<file path="src/hw/rtl/assert_macros.svh">
// Assertion macros shared by the sorted extent table RTL.
`ifndef ASSERT_MACROS_SVH
`define ASSERT_MACROS_SVH

// same-cycle implication, checked out of reset
`define SXT_IMPLIES(lbl, ante, cons, msg) \
  lbl: assert property (@(posedge clk) disable iff (!rst_n) (ante) |-> (cons)) \
    else $error(msg);

// next-cycle implication, checked out of reset
`define SXT_NEXT(lbl, ante, cons, msg) \
  lbl: assert property (@(posedge clk) disable iff (!rst_n) (ante) |=> (cons)) \
    else $error(msg);

`endif

</file>
<file path="src/hw/rtl/sxt_ram.sv">
// Generic simple dual-port RAM with registered read.
`default_nettype none

module sxt_ram #(
  parameter int WIDTH = 8,
  parameter int DEPTH = 16
) (
  input  wire logic                     clk,
  input  wire logic                     wr_en,
  input  wire logic [$clog2(DEPTH)-1:0] wr_addr,
  input  wire logic [WIDTH-1:0]         wr_data,
  input  wire logic                     rd_en,
  input  wire logic [$clog2(DEPTH)-1:0] rd_addr,
  output logic      [WIDTH-1:0]         rd_data
);

  logic [WIDTH-1:0] mem [DEPTH];

  always_ff @(posedge clk) begin
    if (wr_en) begin
      mem[wr_addr] <= wr_data;
    end
    if (rd_en) begin
      rd_data <= mem[rd_addr];
    end
  end

endmodule

`default_nettype wire

</file>
<file path="config.mk">
export PLATFORM = sky130hd
export DESIGN_NAME = sxt_ram
export DESIGN_NICKNAME = d
export VERILOG_FILES = /design/src/hw/rtl/assert_macros.svh /design/src/hw/rtl/sxt_ram.sv
export SDC_FILE = /design/constraint.sdc
export NUM_CORES = 1
export LEC_CHECK = 0
export ABC_AREA = 1
export BUFFER_PORTS_ARGS = -buffer_cell sky130_fd_sc_hd__buf_2
export CORE_MARGIN = 2
export CORE_UTILIZATION = 25
export DETAILED_ROUTE_END_ITERATION = 6
export PLACE_DENSITY = 0.36
export REMOVE_ABC_BUFFERS = 1
export SYNTH_ARGS = -nofsm -noshare
export SYNTH_HDL_FRONTEND = slang
export SYNTH_SLANG_ARGS = --single-unit
</file>
<file path="constraint.sdc">
create_clock -name clk -period 1.3 [get_ports clk]
set_input_delay 0.065 -clock clk [delete_from_list [all_inputs] [get_ports clk]]
set_output_delay 0.065 -clock clk [all_outputs]
set_load 0.01 [all_outputs]
</file>
Word level (Yosys, flattened, before mapping)
Memories as Yosys holds them, arrays and structs flattened. A register that Yosys moved wholly into a read port is not among the register bits.
Cells that the tools add are included.

word-level totals
  register bits after elaboration = 0
  bits in latches = 0
  bits in writable memories = 128
  memory bits (read-only) = 0
  output and inout bits = 8
  logic and storage cells = 3
  memories = 1

memories
  name  depth  width  read ports  clocked after memory_dff  wr ports  line           source
  mem   16     8      1           1                         1         sxt_ram.sv:17  logic [WIDTH-1:0] mem [DEPTH];

operators by class
  add/subtract/negate cells = 0
  $mul = 0
  divide/modulo/power cells = 0
  magnitude comparators = 0
  eq/ne operators = 0
  shifts and indexed selects = 0
  multiplexer cells = 2
  bitwise logic cells = 0
  reduce and logical (&&, ||, !) cells = 0

operator list
  operator  number
  $mux 1    2

Logic depth before layout (Yosys ltp)
  depth in word-level cells = 2
  mapped depth = 8
  mapped depth without buffers = 7

Least setup slack after synthesis
Ideal clock, no wire load.

  path kind = input to register
  from = input wr_addr[2]
  to = memory mem[10][0], enable pin
  arrival time = 0.646 ns
  required time = 0.930 ns
  setup slack = 0.284 ns
  stages on the path = 2
  cell sequence = nand3b_1 nor2_1

RTL lines
  what                line           source
  start: declaration  sxt_ram.sv:10  input wire logic [$clog2(DEPTH)-1:0] wr_addr,
  end: declaration    sxt_ram.sv:17

Straight into the memory's write port.

==> flow_metrics.py <==
metrics = {
    "timing": {
        "tightest_slew_ns": 0.441,
        "fin_skew_ns": 0.00992,
        "period_needed_ns": 1.19,
        "max_slew_margin_pct": 70.6,
        "slew_viol_final": 0,
        "setup_violations": 0,
        "max_freq_ghz": 0.838,
        "whs_ns": 0.0452,
        "hold_violations": 0,
        "finalCritPeriodShare_pct": 91.8,
        "rsz0062_at_grt": "no",
    },
    "grt": {
        "grt_max_degree": 45,
        "grt_usage_pct": 13.4,
        "grt.overflow.total": 0,
        "antenna_found_initial": 0,
        "grt_first_pass_wirelength_mm": 23.6,
        "first_global_vias": 3848,
    },
    "cts": {
        "cts_tree": "yes",
        "post_cts_resized": 0,
        "cts.sinks": 136,
        "cts_buffers": 17,
        "clkLatencyLatePin_ns": 0.41,
        "post_cts_buffers": 0,
        "htree_levels": 4,
        "root_buffer": "clkbuf_16",
        "ctsHoldBuffers": 0,
        "clk_path_buf_depth": 2,
        "path_clk_slew_ns": 0.06,
    },
    "worst_setup_path": {
        "crit_fanout": 1,
        "cpLargestDelayFamily": "simple AND/OR/NAND/NOR gates",
        "startpoint_type": "flop",
        "crit_required_ns": 1.46,
        "slowest_stage": "edfxtp_1",
        "crit_chain": "inv_1, nand2_1, nand3_1, nand3_1, nand3_1, nand2_1",
        "cp_num_buf_inv": 1,
        "crit_path_end_kind": "flop",
        "crit_path_max_incr_delay_ns": 0.37,
        "crit_arrival_ns": 1.35,
        "cp_common_cell": "nand3_1",
        "timing_worst_setup_path_type": "flop to flop",
    },
    "final_layout": {
        "finalNetCount": 620,
        "layout_common_cells": "173 x nand2_1, 136 x edfxtp_1, 100 x inv_1, 97 x nand3_1, 26 x buf_2",
        "final_common_cell": "nand2_1",
        "final_layout_size_suffix_gt1_share_pct": 14.5,
        "syn_to_final_growth_pct": 21.8,
        "n_antenna_cell": 0,
        "final_util_pct": 31.3,
    },
    "routing": {
        "wirelength_mm": 15.6,
        "firstDrtPassIters": 5,
        "drc": 0,
        "vias": 3844,
        "post_drt_wl_per_cell_um": 16.8,
        "routed_via_density": 4.15,
        "ant_nets": 0,
        "drtIter0Drc": 294,
    },
    "power": {
        "leakage_uw": 0.00301,
        "powerDensity_mw_per_mm2": 1500,
        "ir_drop_uv": 836,
    },
    "job": {
        "drv_cap": 0,
    },
    "placed_design": {
        "port_buffers": 26,
        "place.gp.congestion": 0.781,
        "dp.final_hpwl_mm": 10.0,
    },
    "die": {
        "die_width_um": 157,
        "die-area_mm2": 0.0246,
        "start_util_pct": 25.7,
        "num_rows": 55,
        "die_h_um": 157,
        "core_mm2": 0.0228,
        "io_pins": 27,
    },
    "logic_synthesis": {
        "yosysWarnings": 0,
        "ys_types": 11,
        "netlist_area_mm2": 0.00585,
        "ys_ff_latch": 136,
        "avgSynthCellArea_um2": 10.6,
        "yosys.area.top_type": "edfxtp_1",
        "synth_area_leaders": "edfxtp_1 70%, nand2_1 11%, nand3_1 8.3%",
        "synth-seq-area-share_pct": 69.8,
        "synthCells": 551,
        "synth_top_area_share_pct": 69.8,
    },
    "run_status": {
        "run_status": "complete, no violations",
    },
    "hold_path": {
        "hp-class": "input pin to flop",
    },
}
## flip-flops by register name (all words and copies together), names as in the netlist
| name | cells |
|---|---|
| mem | 128 |
| rd_data | 8 |
## synth_stat cells (all sizes together)
| library cell | count |
|---|---|
| nor2 | 17 |
| buf | 24 |
| nand2 | 173 |
| nand3 | 97 |
| edfxtp | 136 |
| inv | 102 |
| nand3b | 2 |
## final timing paths
kind / start / to / slack, ns / cells past startpoint
min: rd_en / rd_data[3] / 0.05 / 1
min reg2reg: mem[2][3] / rd_data[3] / 0.75 / 6
max reg2reg: mem[15][6] / rd_data[6] / 0.11 / 6
max: mem[15][6] / rd_data[6] / 0.11 / 6
## worst register-to-register path, delay by kind of cell, from the launching register on
kind	cells	cell delay (ns)
and+or+nand+nor	5	0.48
DFF	1	0.37
buffers and inverters	1	0.08
## metrics by stage
step / total power [uW] / worst slack (ns) / std cells / TNS, ns / area [um2]
floorplan: 5330 / 0.114 / 527 / 0 / 5680
global placement: 5750 / -0.0163 / 895 / -0.0429 / 6490
detailed placement: 5750 / -0.0213 / 895 / -0.0729 / 6490
CTS: 10800 / 0.111 / 927 / 0 / 7120
global route: 11100 / 0.0102 / 927 / 0 / 7120
finish: 10700 / 0.106 / 927 / 0 / 7120
## cell type report
type,count,area (um2)
Inverter,102,383
Timing Repair Buffer,55,423
Fill cell,2365,15700
Sequential cell,136,4080
Clock buffer,17,425
Tap cell,313,392
Clock inverter,15,201
Multi-Input combinational cell,289,1210
## logic make-up (layout without fill, tap and decap cells)
logic type	count (synthesis)	after routing	synth area share (%)
buffers and inverters	126	189	9.39
flip-flops	136	136	69.8
AND/OR/NAND/NOR	289	289	20.8
## where the power goes
| part | internal, uW | leakage [uW] | switching (uW) |
|---|---|---|---|
| combinational | 208 | 0.00147 | 463 |
| clock | 3210 | 0.000299 | 1850 |
| sequential | 4940 | 0.00124 | 29.4 |
## per-layer routing
layer | up-vias | global-route usage (%) | part of all wire, %
met5 | - | 0 | 0
met4 | 0 | 5.46 | 2.0
met3 | 18 | 2.31 | 3.6
met2 | 79 | 20.8 | 46
met1 | 1866 | 18.5 | 48
li1 | 1881 | - | -
Note: power is estimated with default switching activity, not from simulation.
