[src/hw/rtl/assert_macros.svh]
// Assertion macros shared by the sorted extent table RTL.
`ifndef ASSERT_MACROS_SVH
`define ASSERT_MACROS_SVH

// same-cycle implication, checked out of reset
`define SXT_IMPLIES(lbl, ante, cons, msg) \
  lbl: assert property (@(posedge clk) disable iff (!rst_n) (ante) |-> (cons)) \
    else $error(msg);

// next-cycle implication, checked out of reset
`define SXT_NEXT(lbl, ante, cons, msg) \
  lbl: assert property (@(posedge clk) disable iff (!rst_n) (ante) |=> (cons)) \
    else $error(msg);

`endif

[src/hw/rtl/sxt_pkg.sv]
// Types and constants of the sorted extent table.
`default_nettype none

package sxt_pkg;

  localparam int CAPACITY  = 1024;
  localparam int ADDR_W    = $clog2(CAPACITY);
  localparam int CNT_W     = $clog2(CAPACITY + 1);
  localparam int KEY_W     = 31;
  localparam int OUT_CNT_W = 11;

  typedef logic [CNT_W-1:0]     cnt_t;
  typedef logic [ADDR_W-1:0]    addr_t;
  typedef logic [KEY_W-1:0]     key_t;
  typedef logic [OUT_CNT_W-1:0] out_cnt_t;

  typedef enum logic [1:0] {
    MODE_APPEND  = 2'd0,
    MODE_DELETE  = 2'd1,
    MODE_FIND    = 2'd2,
    MODE_COMPACT = 2'd3
  } mode_t;

  typedef enum logic [1:0] {
    ST_OK        = 2'd0,
    ST_FULL      = 2'd1,
    ST_NOT_FOUND = 2'd2
  } status_t;

  typedef struct packed {
    logic live;
    key_t offset;
    key_t size;
  } entry_t;

  localparam int ENTRY_W = $bits(entry_t);

  typedef struct packed {
    logic   we;
    addr_t  waddr;
    entry_t wdata;
    logic   re;
    addr_t  raddr;
  } ram_req_t;

  typedef struct packed {
    status_t  status;
    out_cnt_t entry_count;
    out_cnt_t deleted_count;
  } res_t;

endpackage

`default_nettype wire

[src/hw/rtl/sxt_ctrl.sv]
// Sequencer: append, binary search, delete and compaction over the entry RAM.
`default_nettype none

`include "assert_macros.svh"

module sxt_ctrl (
  input  wire logic             clk,
  input  wire logic             rst_n,
  input  wire logic             in_valid,
  output logic                  in_stall,
  input  wire logic [1:0]       in_mode,
  input  wire sxt_pkg::key_t    in_extent_offset,
  input  wire sxt_pkg::key_t    in_extent_size,
  output logic                  res_valid,
  output sxt_pkg::res_t         res,
  input  wire logic             res_stall,
  output sxt_pkg::ram_req_t     ram_req,
  input  wire sxt_pkg::entry_t  ram_rdata
);

  typedef enum logic [4:0] {
    S_IDLE = 5'b00001,
    S_DISP = 5'b00010,
    S_SRCH = 5'b00100,
    S_SCAN = 5'b01000,
    S_FIN  = 5'b10000
  } state_t;

  state_t           state_r, state_nxt;
  sxt_pkg::cnt_t    stored_r, stored_nxt;
  sxt_pkg::cnt_t    tomb_r, tomb_nxt;
  logic             pend_r, pend_nxt;
  sxt_pkg::mode_t   mode_r;
  sxt_pkg::key_t    off_r, size_r;
  sxt_pkg::cnt_t    lo_r, lo_nxt;
  sxt_pkg::cnt_t    hi_r, hi_nxt;
  sxt_pkg::cnt_t    mid_r, mid_nxt;
  sxt_pkg::cnt_t    src_r, src_nxt;
  sxt_pkg::cnt_t    dst_r, dst_nxt;
  sxt_pkg::status_t status_r, status_nxt;

  logic             accept;
  logic [2*sxt_pkg::KEY_W-1:0] key, rd_key;
  logic             key_eq, key_gt;
  sxt_pkg::cnt_t    live_cnt;
  sxt_pkg::cnt_t    probe_lo, probe_hi, probe_mid;

  assign in_stall = (state_r != S_IDLE);
  assign accept   = in_valid && !in_stall;

  assign key      = {off_r, size_r};
  assign rd_key   = {ram_rdata.offset, ram_rdata.size};
  assign key_eq   = (rd_key == key);
  assign key_gt   = (rd_key > key);
  assign live_cnt = stored_r - tomb_r;

  assign probe_lo  = key_gt ? lo_r : mid_r + sxt_pkg::cnt_t'(1);
  assign probe_hi  = key_gt ? mid_r : hi_r;
  assign probe_mid = probe_lo + ((probe_hi - probe_lo) >> 1);

  assign res.status        = status_r;
  assign res.entry_count   = sxt_pkg::out_cnt_t'(stored_r);
  assign res.deleted_count = sxt_pkg::out_cnt_t'(tomb_r);

  always_comb begin
    state_nxt  = state_r;
    stored_nxt = stored_r;
    tomb_nxt   = tomb_r;
    pend_nxt   = pend_r;
    lo_nxt     = lo_r;
    hi_nxt     = hi_r;
    mid_nxt    = mid_r;
    src_nxt    = src_r;
    dst_nxt    = dst_r;
    status_nxt = status_r;
    ram_req    = '0;
    res_valid  = 1'b0;
    unique case (state_r)
      S_IDLE: begin
        if (in_valid) begin
          state_nxt = S_DISP;
        end
      end
      S_DISP: begin
        unique case (mode_r)
          sxt_pkg::MODE_APPEND: begin
            state_nxt = S_FIN;
            if (stored_r == sxt_pkg::cnt_t'(sxt_pkg::CAPACITY)) begin
              status_nxt = sxt_pkg::ST_FULL;
            end else begin
              status_nxt          = sxt_pkg::ST_OK;
              ram_req.we          = 1'b1;
              ram_req.waddr       = stored_r[sxt_pkg::ADDR_W-1:0];
              ram_req.wdata.live  = 1'b1;
              ram_req.wdata.offset = off_r;
              ram_req.wdata.size  = size_r;
              stored_nxt          = stored_r + sxt_pkg::cnt_t'(1);
            end
          end
          sxt_pkg::MODE_DELETE, sxt_pkg::MODE_FIND: begin
            status_nxt = sxt_pkg::ST_NOT_FOUND;
            lo_nxt     = '0;
            hi_nxt     = stored_r;
            mid_nxt    = stored_r >> 1;
            if (stored_r != '0) begin
              ram_req.re    = 1'b1;
              ram_req.raddr = mid_nxt[sxt_pkg::ADDR_W-1:0];
              state_nxt     = S_SRCH;
            end else begin
              state_nxt = S_FIN;
            end
          end
          sxt_pkg::MODE_COMPACT: begin
            status_nxt = sxt_pkg::ST_OK;
            src_nxt    = '0;
            dst_nxt    = '0;
            pend_nxt   = 1'b0;
            if (live_cnt > tomb_r) begin
              state_nxt = S_FIN;
            end else if (live_cnt == '0) begin
              stored_nxt = '0;
              tomb_nxt   = '0;
              state_nxt  = S_FIN;
            end else begin
              state_nxt = S_SCAN;
            end
          end
          default: begin
            state_nxt = S_FIN;
          end
        endcase
      end
      S_SRCH: begin
        if (key_eq) begin
          state_nxt = S_FIN;
          if (ram_rdata.live) begin
            status_nxt = sxt_pkg::ST_OK;
            if (mode_r == sxt_pkg::MODE_DELETE) begin
              ram_req.we           = 1'b1;
              ram_req.waddr        = mid_r[sxt_pkg::ADDR_W-1:0];
              ram_req.wdata.live   = 1'b0;
              ram_req.wdata.offset = off_r;
              ram_req.wdata.size   = size_r;
              tomb_nxt             = tomb_r + sxt_pkg::cnt_t'(1);
            end
          end
        end else if (probe_lo < probe_hi) begin
          lo_nxt        = probe_lo;
          hi_nxt        = probe_hi;
          mid_nxt       = probe_mid;
          ram_req.re    = 1'b1;
          ram_req.raddr = probe_mid[sxt_pkg::ADDR_W-1:0];
        end else begin
          state_nxt = S_FIN;
        end
      end
      S_SCAN: begin
        if (pend_r && ram_rdata.live) begin
          ram_req.we    = 1'b1;
          ram_req.waddr = dst_r[sxt_pkg::ADDR_W-1:0];
          ram_req.wdata = ram_rdata;
          dst_nxt       = dst_r + sxt_pkg::cnt_t'(1);
        end
        if (src_r < stored_r) begin
          ram_req.re    = 1'b1;
          ram_req.raddr = src_r[sxt_pkg::ADDR_W-1:0];
          src_nxt       = src_r + sxt_pkg::cnt_t'(1);
          pend_nxt      = 1'b1;
        end else begin
          pend_nxt = 1'b0;
          if (!pend_r) begin
            stored_nxt = dst_r;
            tomb_nxt   = '0;
            state_nxt  = S_FIN;
          end
        end
      end
      S_FIN: begin
        if (!res_stall) begin
          res_valid = 1'b1;
          state_nxt = S_IDLE;
        end
      end
      default: begin
        state_nxt = S_IDLE;
      end
    endcase
  end

  always_ff @(posedge clk) begin
    if (!rst_n) begin
      state_r  <= S_IDLE;
      stored_r <= '0;
      tomb_r   <= '0;
      pend_r   <= 1'b0;
    end else begin
      state_r  <= state_nxt;
      stored_r <= stored_nxt;
      tomb_r   <= tomb_nxt;
      pend_r   <= pend_nxt;
    end
  end

  always_ff @(posedge clk) begin
    if (accept) begin
      mode_r <= sxt_pkg::mode_t'(in_mode);
      off_r  <= in_extent_offset;
      size_r <= in_extent_size;
    end
    lo_r     <= lo_nxt;
    hi_r     <= hi_nxt;
    mid_r    <= mid_nxt;
    src_r    <= src_nxt;
    dst_r    <= dst_nxt;
    status_r <= status_nxt;
  end

  `SXT_IMPLIES(a_tomb_le_stored, 1'b1, tomb_r <= stored_r, "deleted count above entry count")
  `SXT_IMPLIES(a_stored_le_cap, 1'b1, stored_r <= sxt_pkg::cnt_t'(sxt_pkg::CAPACITY), "entry count above capacity")
  `SXT_IMPLIES(a_probe_in_range, state_r == S_SRCH, (lo_r <= mid_r) && (mid_r < hi_r) && (hi_r <= stored_r), "search probe outside range")
  `SXT_IMPLIES(a_scan_write_behind, (state_r == S_SCAN) && ram_req.we, dst_r < src_r, "compaction write overtakes read")

endmodule

`default_nettype wire

[config.mk]
export PLATFORM = sky130hd
export DESIGN_NAME = sxt_ctrl
export DESIGN_NICKNAME = d
export VERILOG_FILES = /design/src/hw/rtl/sxt_pkg.sv /design/src/hw/rtl/sxt_ctrl.sv
export VERILOG_INCLUDE_DIRS = /design/src /design/src/hw/rtl
export SDC_FILE = /design/constraint.sdc
export NUM_CORES = 1
export LEC_CHECK = 0
export ABC_AREA = 1
export ABC_CLOCK_PERIOD_IN_PS = 6300
export BUFFER_PORTS_ARGS = -buffer_cell sky130_fd_sc_hd__buf_4
export CORE_UTILIZATION = 57
export DETAILED_ROUTE_END_ITERATION = 12
export GPL_ROUTABILITY_DRIVEN = 0
export PLACE_DENSITY = 0.81
export SYNTH_ARGS = -nofsm -noshare
export SYNTH_HDL_FRONTEND = slang
export SYNTH_SLANG_ARGS = --single-unit
[constraint.sdc]
create_clock -name clk -period 6.3 [get_ports clk]
set_input_delay 0.63 -clock clk [delete_from_list [all_inputs] [get_ports clk]]
set_output_delay 0.63 -clock clk [all_outputs]
set_load 0.005 [all_outputs]
== After elaboration in Yosys (flattened, before gate mapping) ==
Index checks and enable logic that the tools add are counted.
Storage, ports and cells
  input port bits: 131
  logic and storage cells: 140
  output and inout port bits: 111
  register bits: 149
Operators by class
  equality and inequality tests: 31
  $add $sub $neg: 8
  $lt $le $gt $ge: 4
  reductions and logical operators: 18
  mux-type cells: 66
Operators by type and width (number)
  $mux W74: 6
  $mux W11: 30
  $pmux W85 S3: 1
  $pmux W11 S2: 7
  $eq A62 B62 Y1: 1
  $gt A62 B62 Y1: 1
  $add A11 B1 Y11 const B: 5
  $mux W5: 9
  $pmux W11 S3: 1
  $ne A2 B2 Y1 const B: 14
  $pmux W5 S5: 1
  $lt A11 B11 Y1: 2
  $sub A11 B11 Y11: 2
  $pmux W5 S3: 1
  $ne A3 B3 Y1 const B: 4
  $add A11 B10 Y11: 1
  $eq A11 B11 Y1 const B: 1
  $gt A11 B11 Y1: 1
  $logic_not A11 Y1: 1
  $reduce_bool A11 Y1: 1
  $reduce_and A3 Y1: 3
  $reduce_and A9 Y1: 1
  $reduce_and A7 Y1: 1
  $pmux W2 S3: 1
  23 further kinds: 31

== Depth between registers and ports, before layout ==
  depth after elaboration: 7
  gate-level depth with buffers: 36
  depth with buffers taken out: 35

== Least setup slack after synthesis ==
No wires, ideal clock.
  path kind: input to register
  from: input ram_rdata[59] (netlist name)
  to: register hi_r[0], enable pin
  data required time: 5.866 ns
  arrival time: 5.061 ns
  stages: 21
  path buffers: 1
  path slack: 0.805 ns
  library setup time: 0.434 ns
  path through: ha_1 nand2_1 nor2_1 nand3_1 nor3_1 nand2_1 nor2_1 nand2_1 nand2_1 nand2_1 clkbuf_1 o21ai_0 ha_1 nand2_1 o21ai_0 nand4_1 nand3_1 nand2_1 nor2_1 nand2_1 a21oi_1
On the way
  cells in the longest elaborated chain, start to end: 5
  elaborated cells between the ends (all ways): 8
  those cells by class: order compare (2); eq/ne (3); mux (2); reduce/logical (1)
Ends and longest elaborated chain
  from (decl): line sxt_ctrl.sv:18  | input wire sxt_pkg::entry_t ram_rdata
  $gt A62 B62 Y1: line sxt_ctrl.sv:54  | assign key_gt = (rd_key > key);
  $mux W11 (on tied branches): line sxt_ctrl.sv:57, sxt_ctrl.sv:58
  $lt A11 B11 Y1: line sxt_ctrl.sv:147  | end else if (probe_lo < probe_hi) begin
  $ne A2 B2 Y1 (no source line)
  $reduce_and A4 Y1 (no source line) *
  to (signal assigned): line sxt_ctrl.sv:211  | hi_r <= hi_nxt;
  to (decl): line sxt_ctrl.sv:36  | sxt_pkg::cnt_t hi_r, hi_nxt;
Mark *: on every way between the ends. The rest lies on a longest branch, timed or not.
A chain may end at the register's enable or synchronous reset.

==> run metrics <==
final setup violation count 0; Util after Layout just over 70%; Layout Cells excl Fill 2219; Reg clk slew, reported paths approximately 0.070 ns; Max clock buf depth 2; Max FO, Critical Path 18; Routed Antenna Nets 0; drt pass-1 iters 6; drt via density around 6.3; asr flop ratio synth 0%; Critical Path Max Stage Delay 0.38 ns; Crit Path Category flop to output pin; maxcap violations 0; initial antenna violation count 0; Reg power frac 36.2%; Worst-Margin Slew roughly 1.1 ns; compound-gate portion of the synthesized area approximately 14%; final instance area 15400 um^2; first-pass GRT wire length 67500 um; Synth cell types 47; FP Rows 54; Clk Tree Root Cell clkbuf_16; clock power share just over 30%; vias in the first global route between 10000 and 15000; Post-DP Area approximately 15000 um^2; sequential share of the synthesized area 32.8%; Syn-to-layout area delta 20.7%; CP dominant cell by count nand2_1; CP required roughly 5.7 ns; ys flop type edfxtp_1; yosys warns 0; clk sinks 149; drc violations 0; I/O Buffers roughly 240; cts hold-fix bufs 0; max-slew violation count 0; Worst setup EP type output pin; Synth Area in Simple Gates 28.5%; Worst Hold Class input pin to flop; Internal just over 2 mW; H-tree Lvls 4; I/O Pins 242; average wire per standard cell 19.6 um; Max Freq 0.167 GHz; worst skew pair latency roughly 0.44 ns; Placed Instances 2182; Post-Syn Area per Cell 7.37 um^2; post-DP HPWL about 31000 um; R2R depth 29; Post-Syn Nets 1992; cell count after synthesis 1735; pin count of the biggest net entering global routing approximately 100; period utilization a little over nine tenths; Overflow after GRT 0; CTS tree done; Synth Area in XOR/XNOR 1.78%; Chip Height 152 um; Tmin final 5.98 ns; mapped cell area 12800 um^2; Die ar. ~23000 um^2; adder-cell share of the synthesized area about an eighth; Clock Skew 0.0121 ns; endpoints failing hold 0; worst-path cell with the longest stage delay edfxtp_1; NumNets Final 2184; combinational fraction of design power about a third; DIE WIDTH 152 um; core area 21900 um^2; total number of vias 14049; Post-synth EDFFs 121; Num CTS Buffers 17; Net Sw Power around 1.1 mW; Crit path arrival time between 5 and 6 ns; ant diodes 0; hold path cells 1; Worst Setup Start Kind flop; status finished clean; relative slew slack 25.1%; switch share 35.8%; layout cells sized above 1 around 17%; #FFs+latches synth 149; Starting DRT DRC Count 1692; largest family of logic cells by synthesized area simple AND/OR/NAND/NOR gates; Power Density 208 nW/um^2; Initial Util 58.4%; Routed Wire Length 43400 um; mux contribution to synthesized area 0%; peak supply drop between 0.00015 and 0.0002 V; global-route usage over all layers about 37%; P_leak 6.99 nW
-- final cells by class --
type	count	area, um^2
clock buffer	17	425
clock inverter	14	131
fill	1829	6450
inverter	261	983
multi-input combinational	1233	7370
sequential	149	4190
tap	280	350
timing repair buffer	265	1990
-- path summary, 6_finish.rpt --
path,from,to,slack (ns)
max,off_r[28]$_DFFE_PP_,ram_req[8],0.32
min,in_extent_size[3],size_r[3]$_DFFE_PP_,0.36
max reg2reg,off_r[2]$_DFFE_PP_,mid_r[9]$_DFFE_PP_,1.06
min reg2reg,tomb_r[8]$_SDFFE_PN0P_,tomb_r[8]$_SDFFE_PN0P_,0.49
-- power groups by stage --
| stage | combinational, mW | sequential, mW | clock (mW) |
|---|---|---|---|
| after floorplan | 0.674 | 1.17 | 0 |
| after global placement | 0.949 | 1.18 | 0 |
| after detailed placement | 0.977 | 1.18 | 0 |
| after CTS | 0.985 | 1.16 | 0.993 |
| after global routing | 1.18 | 1.17 | 1.03 |
| final | 1.06 | 1.16 | 0.991 |
-- sequential cells by signal, indices dropped and copies added, names as in the netlist, 5 cells and up --
signal and flops:
size_r 31, dst_r 11, mid_r 11, state_r 5
lo_r 11, src_r 11, tomb_r 11, off_r 31
stored_r 11, hi_r 11
-- through the flow --
step / TNS [ns] / power, mW / worst slack [ns] / hold WS, ns
after floorplan: 0 / 1.84 / 0.805 / 0.469
after global placement: 0 / 2.13 / 0.269 / 0.468
after detailed placement: 0 / 2.16 / 0.0546 / 0.486
after CTS: 0 / 3.14 / 0.105 / 0.361
after global routing: -0.132 / 3.38 / -0.112 / 0.357
final: 0 / 3.22 / 0.317 / 0.361
-- critical path: cells and delay by family (launching register included) --
family / cells / cell delay (ns)
buf+inv: 6 / 0.67
compound gates: 6 / 0.76
flops: 1 / 0.38
simple gates: 15 / 1.80
fa+ha+maj: 3 / 0.99
xor+xnor: 2 / 0.30
-- what timing repair did --
| item | 4_1_cts | 5_1_grt |
|---|---|---|
| pin swaps | 0 | 4 |
| gates cloned | 0 | 1 |
| endpoints found under the hold margin | 0 | 0 |
| buffers inserted | 0 | 5 |
| endpoints found under the setup margin | 1 | 6 |
| resized for setup | 1 | 31 |
-- routing by layer --
layer / global-route usage [%] / up-vias / share of wire, %
li1: - / 6463 / -
met1: 45.0 / 6510 / 37
met2: 60.7 / 921 / 47
met3: 7.22 / 155 / 11
met4: 18.7 / 0 / 4.7
met5: 0 / - / 0
-- synthesized netlist by cell type, types with 2 or more instances --
master	n	share of area (%)
a211oi_1	2	0.12
a21o_1	5	0.29
a21oi_1	89	3.5
a22oi_1	10	0.59
a31oi_1	6	0.29
a32oi_1	2	0.14
buf_1	13	0.38
buf_2	8	0.31
buf_4	2	0.12
clkbuf_1	70	2.1
dfxtp_1	28	4.4
edfxtp_1	121	28
fa_1	3	0.47
ha_1	123	12
inv_1	256	7.5
inv_2	4	0.12
nand2_1	351	10
nand3_1	150	5.9
nand3_2	2	0.16
nand3b_1	2	0.12
nand4_1	122	6.0
nor2_1	123	3.6
nor2_2	3	0.15
nor3_1	27	1.1
nor3b_1	5	0.29
nor4_1	8	0.39
o211ai_1	4	0.23
o21a_1	3	0.18
o21ai_0	74	2.9
o21ai_1	3	0.12
o221ai_1	8	0.55
o311ai_0	68	4.7
o31ai_1	2	0.12
xnor2_1	7	0.48
xor2_1	19	1.3
-- logic make-up after synthesis --
group,after synthesis
buf+inv,354
compound gates,280
simple gates,800
fa+ha+maj,126
xor+xnor,26
flops,149
-- cell usage in the layout, fill, tap and decap left out, types with 4 or more instances in the layout --
cell type  instances
xor2_1            19
inv_1            255
nor4_1             8
clkbuf_16         17
o311ai_0          68
a31oi_1            5
nand4_1          122
edfxtp_1         121
a21o_1             5
ha_1             119
o221ai_1           8
o21ai_1           11
xnor2_1            7
o21ai_0           63
nor3b_1            5
a22oi_1           10
inv_2              4
nor2_1           119
dfxtp_1           28
nor2_2             5
a21oi_1           86
buf_4            264
nand2_1          348
nand3_2            4
o211ai_1           4
clkinv_4           5
nor3_1            26
nand3_1          148
(Power assumes the default switching activity.)
